<file path="config.mk">
export PLATFORM = sky130hd
export DESIGN_NAME = ofcc_frame_core
export DESIGN_NICKNAME = d
export VERILOG_FILES = /design/src/design/ofcc_pkg.sv /design/src/design/ofcc_crc8.sv /design/src/design/ofcc_frame_core.sv
export SDC_FILE = /design/constraint.sdc
export NUM_CORES = 1
export LEC_CHECK = 0
export ABC_AREA = 1
export ABC_CLOCK_PERIOD_IN_PS = 2690
export BUFFER_PORTS_ARGS = -buffer_cell sky130_fd_sc_hd__buf_2
export CORE_MARGIN = 1
export CORE_UTILIZATION = 52
export CTS_CLUSTER_SIZE = 40
export DETAILED_ROUTE_END_ITERATION = 10
export PLACE_DENSITY = 0.87
export SLEW_MARGIN = 20
export SYNTH_ARGS = -nofsm -noshare
export SYNTH_HDL_FRONTEND = slang
export SYNTH_SLANG_ARGS = --single-unit
</file>
<file path="constraint.sdc">
create_clock -name clk -period 2.69 [get_ports clk]
set_clock_uncertainty 0.15 [all_clocks]
set_input_delay 0.269 -clock clk [delete_from_list [all_inputs] [get_ports clk]]
set_output_delay 0.269 -clock clk [all_outputs]
set_load 0.05 [all_outputs]
</file>
<file path="src/design/ofcc_pkg.sv">
// ----------------------------------------------------------------------------
// ofcc_pkg
// Types, codes and the CRC-8 constant shared by the 1-Wire frame checker.
// ----------------------------------------------------------------------------
package ofcc_pkg;

	localparam logic [7:0] CRC_POLY = 8'h8C;
	localparam logic [3:0] ROM_LEN  = 4'd7;
	localparam logic [3:0] PAD_LEN  = 4'd8;
	localparam int         PADDR_W  = 3;

	typedef enum logic [1:0] {
		STATUS_OK      = 2'd0,
		STATUS_CRC_ERR = 2'd1,
		STATUS_NO_DEV  = 2'd2
	} status_t;

	typedef enum logic {
		CMD_BUS_RESET = 1'b0,
		CMD_DATA      = 1'b1
	} cmd_t;

	typedef enum logic {
		REG_FRAME_KIND = 1'b0,
		REG_UNUSED     = 1'b1
	} reg_idx_t;

	typedef struct packed {
		logic       cmd;
		logic [7:0] data_byte;
		logic       present;
	} in_item_t;

	typedef struct packed {
		logic [1:0]         status;
		logic [7:0]         dev_family;
		logic [47:0]        dev_serial;
		logic signed [15:0] temperature_raw;
		logic signed [15:0] previous_temperature;
		logic [7:0]         resolution_config;
		logic [7:0]         crc_errors;
	} out_item_t;

	typedef struct packed {
		logic      valid;
		out_item_t item;
	} step_res_t;

endpackage

</file>
<file path="src/design/ofcc_crc8.sv">
// ----------------------------------------------------------------------------
// ofcc_crc8
// One byte of the reflected CRC-8, LSB first, polynomial 0x8C.
// ----------------------------------------------------------------------------
module ofcc_crc8 (
	input  logic [7:0] crc,
	input  logic [7:0] data_byte,
	output logic [7:0] crc_next
);
	import ofcc_pkg::*;

	always_comb begin
		logic [7:0] c;
		c = crc ^ data_byte;
		for (int i = 0; i < 8; i++) begin
			if (c[0]) begin
				c = (c >> 1) ^ CRC_POLY;
			end else begin
				c = c >> 1;
			end
		end
		crc_next = c;
	end

endmodule

</file>
<file path="src/design/ofcc_frame_core.sv">
// ----------------------------------------------------------------------------
// ofcc_frame_core
// Frame state, byte buffer and stored sensor values; works one request per
// step and gives the result that the request causes, if any.
// ----------------------------------------------------------------------------
module ofcc_frame_core (
	input  logic                clk,
	input  logic                arst_n,
	input  logic                step,
	input  logic                frame_kind,
	input  ofcc_pkg::in_item_t  item,
	output ofcc_pkg::step_res_t res
);
	import ofcc_pkg::*;

	logic [7:0]  crc_q, crc_d, crc_new;
	logic [3:0]  idx_q, idx_d, len;
	logic        active_q, active_d;
	logic [7:0]  buf_q [8];
	logic        buf_wr;
	logic [7:0]  family_q, family_d;
	logic [47:0] serial_q, serial_d;
	logic [7:0]  config_q, config_d;
	logic [15:0] temp_q, temp_d;
	logic [15:0] prior_q, prior_d;
	logic [7:0]  fail_q, fail_d;
	logic        emit;
	logic [1:0]  status;

	ofcc_crc8 u_crc (
		.crc       (crc_q),
		.data_byte (item.data_byte),
		.crc_next  (crc_new)
	);

	assign len = frame_kind ? PAD_LEN : ROM_LEN;

	always_comb begin
		crc_d    = crc_q;
		idx_d    = idx_q;
		active_d = active_q;
		family_d = family_q;
		serial_d = serial_q;
		config_d = config_q;
		temp_d   = temp_q;
		prior_d  = prior_q;
		fail_d   = fail_q;
		buf_wr   = 1'b0;
		emit     = 1'b0;
		status   = STATUS_OK;
		if (item.cmd == CMD_BUS_RESET) begin
			crc_d    = '0;
			idx_d    = '0;
			active_d = item.present;
			if (!item.present) begin
				emit   = 1'b1;
				status = STATUS_NO_DEV;
			end
		end else if (active_q) begin
			if (idx_q < len) begin
				buf_wr = 1'b1;
				crc_d  = crc_new;
				idx_d  = idx_q + 4'd1;
			end else begin
				// CRC byte closes the frame
				active_d = 1'b0;
				idx_d    = '0;
				crc_d    = '0;
				emit     = 1'b1;
				if (crc_q == item.data_byte) begin
					status = STATUS_OK;
					if (frame_kind) begin
						prior_d  = temp_q;
						temp_d   = {buf_q[1], buf_q[0]};
						config_d = buf_q[4];
					end else begin
						family_d = buf_q[0];
						serial_d = {buf_q[6], buf_q[5], buf_q[4],
							buf_q[3], buf_q[2], buf_q[1]};
					end
				end else begin
					status = STATUS_CRC_ERR;
					fail_d = fail_q + 8'd1;
				end
			end
		end
	end

	always_ff @(posedge clk or negedge arst_n) begin
		if (!arst_n) begin
			crc_q    <= '0;
			idx_q    <= '0;
			active_q <= 1'b0;
			family_q <= '0;
			serial_q <= '0;
			config_q <= '0;
			temp_q   <= '0;
			prior_q  <= '0;
			fail_q   <= '0;
		end else if (step) begin
			crc_q    <= crc_d;
			idx_q    <= idx_d;
			active_q <= active_d;
			family_q <= family_d;
			serial_q <= serial_d;
			config_q <= config_d;
			temp_q   <= temp_d;
			prior_q  <= prior_d;
			fail_q   <= fail_d;
		end
	end

	always_ff @(posedge clk) begin
		if (step && buf_wr) begin
			buf_q[idx_q[2:0]] <= item.data_byte;
		end
	end

	always_comb begin
		res.valid                     = emit;
		res.item.status               = status;
		res.item.dev_family           = family_d;
		res.item.dev_serial           = serial_d;
		res.item.temperature_raw      = signed'(temp_d);
		res.item.previous_temperature = signed'(prior_d);
		res.item.resolution_config    = config_d;
		res.item.crc_errors           = fail_d;
	end

endmodule

</file>
==> results.yml <==
worst_setup_path:
  cp.arrival_ps: 2560
  path_cells: "inv_2 > nand2_1 > nand2_2 > nand2_1 > nor2_2 > nand2_2 > nor2_4 > buf_12 > nand2_8 > buf_12 > buf_16 > nand2_4 > and2_4 > buf_8"
  cp.required_ps: 2270
  crit_path_top_delay_cell: "dfrtp_1"
  critPathMaxStageDelay_ps: 400
  crit_buf_inv: 5
  path_class: "register to output port"
  end_kind: "output port"
  cp-start-kind: "register"
  crit_fanout: 8
  crit_family: "simple AND/OR/NAND/NOR gates"
yosys:
  ys_warn_count: 0
  yosys.cell_count.top_type: "nand2_1"
  syn-num-nets: 1120
  netlist.area_leader.share_pct: 33.3
  netlist_instances: 1101
  synth_top_area_cell: "dfrtp_1"
  syn_avg_cell_area_um2: 7.98
  synth_commonest_cells: "nand2_1, nand3_1, inv_1"
  ys_types: 31
  synthArstFlopShare_pct: 67.6
  syn-cell-area_um2: 8780
  netlist_top_cells_area: "dfrtp_1, edfxtp_1, nand2_1"
  seq_area_frac_synth_pct: 52.5
  ys.flop_type: "dfrtp_1"
  synth_edf_count: 56
  synth-seq-cells: 173
clocking:
  clk_path_buf_depth: 2
  cts_root_buf: "clkbuf_16"
  clock-sinks: 173
  cts_tree: "yes"
  clk_pin_slew_ps: 60
  cts_max_level: 4
  clock_latency_ps: 430
  cts_buffers: 17
sta:
  relSlewSlack_pct: 49.1
  grt_setup_unrepaired: "yes"
  period_needed_ps: 2980
  slew_violations: 0
  fin_setup_tns_ps: -20290
  fin_crit_sh_pct: 111
  fin_ws_ps: -289
  fmax_ghz: 0.336
  finalSetupViolCount: 101
  max_slew.worst_pin.slew_ps: 764
  hold_viol_final: 0
status:
  failed_checks: "negative setup slack"
  outcome: "finished, violations left"
routing:
  drt_wl_total_um: 29000
  vias_per_cell: 5.66
  detail-route-antenna-nets: 0
  drc: 0
  drt_iter0_markers: 868
  drt-pass1-iter-count: 8
  vias: 8550
  wire_per_inst_um: 19.2
layout:
  design.final.nets: 1297
  antenna_cells: 0
  area_growth_pct: 47.2
  finish.utilization_pct: 78.2
  layoutNonFillerInstCount: 1511
  drive_above_1_share_pct: 33.5
  final_area_um2: 12900
hold_path:
  min_path_type: "primary input to register"
placed_design:
  hpwlAfterDp_um: 14400
  numPortBuffers: 120
  dp.cells: 1422
  gp_congestion: 0.905
  placed_cell_area_um2: 9770
die:
  rows: 47
  core_um2: 16500
  start_util_pct: 53.2
  boundaryPins: 121
  dieArea_um2: 17400
  fp.dieW_um: 132
  dieHeight_um: 132
pwr:
  irDropWorstVdd_mv: 0.476
  pwr_density_cell_nw_per_um2: 616
  total_power_mw: 7.96
  p_leak_nw: 6.38
run:
  drv_cap: 0
grt:
  grt_max_degree: 156
  grt_pass1_vias: 8198
  grt_pass1_wl_um: 41600
  grt.overflow.total: 0
  grt_usage_pct: 30.6
  antenna_found_initial: 0
[flip-flops by register name (all words and copies together) (netlist names), 4 cells and up]
signal / count
crc_q: 8
buf_q: 56
prior_q: 16
family_q: 8
config_q: 8
serial_q: 48
temp_q: 16
fail_q: 8
idx_q: 4
[through the flow]
stage	worst slack, ps	hold WS [ps]
global placement	53.7	-26.3
floorplan	-92.3	-177
global route	-407	40.9
finish	-289	22.8
detailed placement	-48.3	-21.6
CTS	-255	17.5
[cell usage in the layout, fill, tap and decap left out, drive strengths merged, types with 2 or more instances in the layout]
cell type / instances
nand2: 397
buf: 206
nand3: 158
inv: 154
dfrtp: 117
o21ai: 58
edfxtp: 56
and2: 50
clkbuf: 24
nor2: 22
o22ai: 5
bufinv: 5
ha: 5
clkinv: 5
xnor2: 4
dlygate4sd3: 4
nor3: 4
nand3b: 3
nand4: 3
a21oi: 3
xor2: 3
clkinvlp: 2
[tightest hold or removal path: stages]
cell and delay, ps:
buf_2 140, nand4_1 90, a22oi_1 60
[path summary, 6_finish.rpt]
path                              from            to  slack [ps]  cells past startpoint
max reg2reg                   crc_q[4]    prior_q[3]         230                     15
min in group asynchronous       arst_n   family_q[6]          60                      2
max in group asynchronous       arst_n  serial_q[16]        1660                      3
min                            item[9]      idx_q[2]          20                      3
min reg2reg                prior_q[12]   prior_q[12]         330                      2
max                           crc_q[4]       res[58]        -290                     14
[area by class of cell]
class / instances / area (um2)
fill: 933 / 3600
timing repair buffer: 214 / 2730
multi-input combinational: 718 / 4090
inverter: 154 / 586
clock buffer: 20 / 447
clock inverter: 12 / 193
tap: 220 / 275
sequential: 173 / 4610
[cells by family after synthesis]
family	count (synthesis)	share of synthesized area, %
compound gates	69	4.12
fa+ha+maj	5	0.712
simple gates	637	31.7
xor+xnor	7	0.698
flops	173	52.5
buf+inv	210	10.3
[power by group]
group | switching [mW] | internal [mW] | total, mW
Clock | 1.04 | 1.67 | 2.70
Combinational | 1.37 | 0.870 | 2.24
Sequential | 0.113 | 2.91 | 3.02
[timing repair]
item / CTS / global route
pin swaps: 24 / 25
gates cloned: 12 / 4
resized for setup: 423 / 105
hold endpoints to repair: 122 / 0
buffers inserted: 20 / 20
endpoints found under the setup margin: 103 / 104
hold buffers: 4 / 0
[layer usage]
metal  GRT usage (%)  wire length (um)  up-vias
li1                -                 -     3809
met1            38.9             10800     4068
met2            51.3             14400      533
met3            5.34              2420      140
met4            14.1              1450        0
met5               0                 0        -
(Power assumes the default switching activity.)
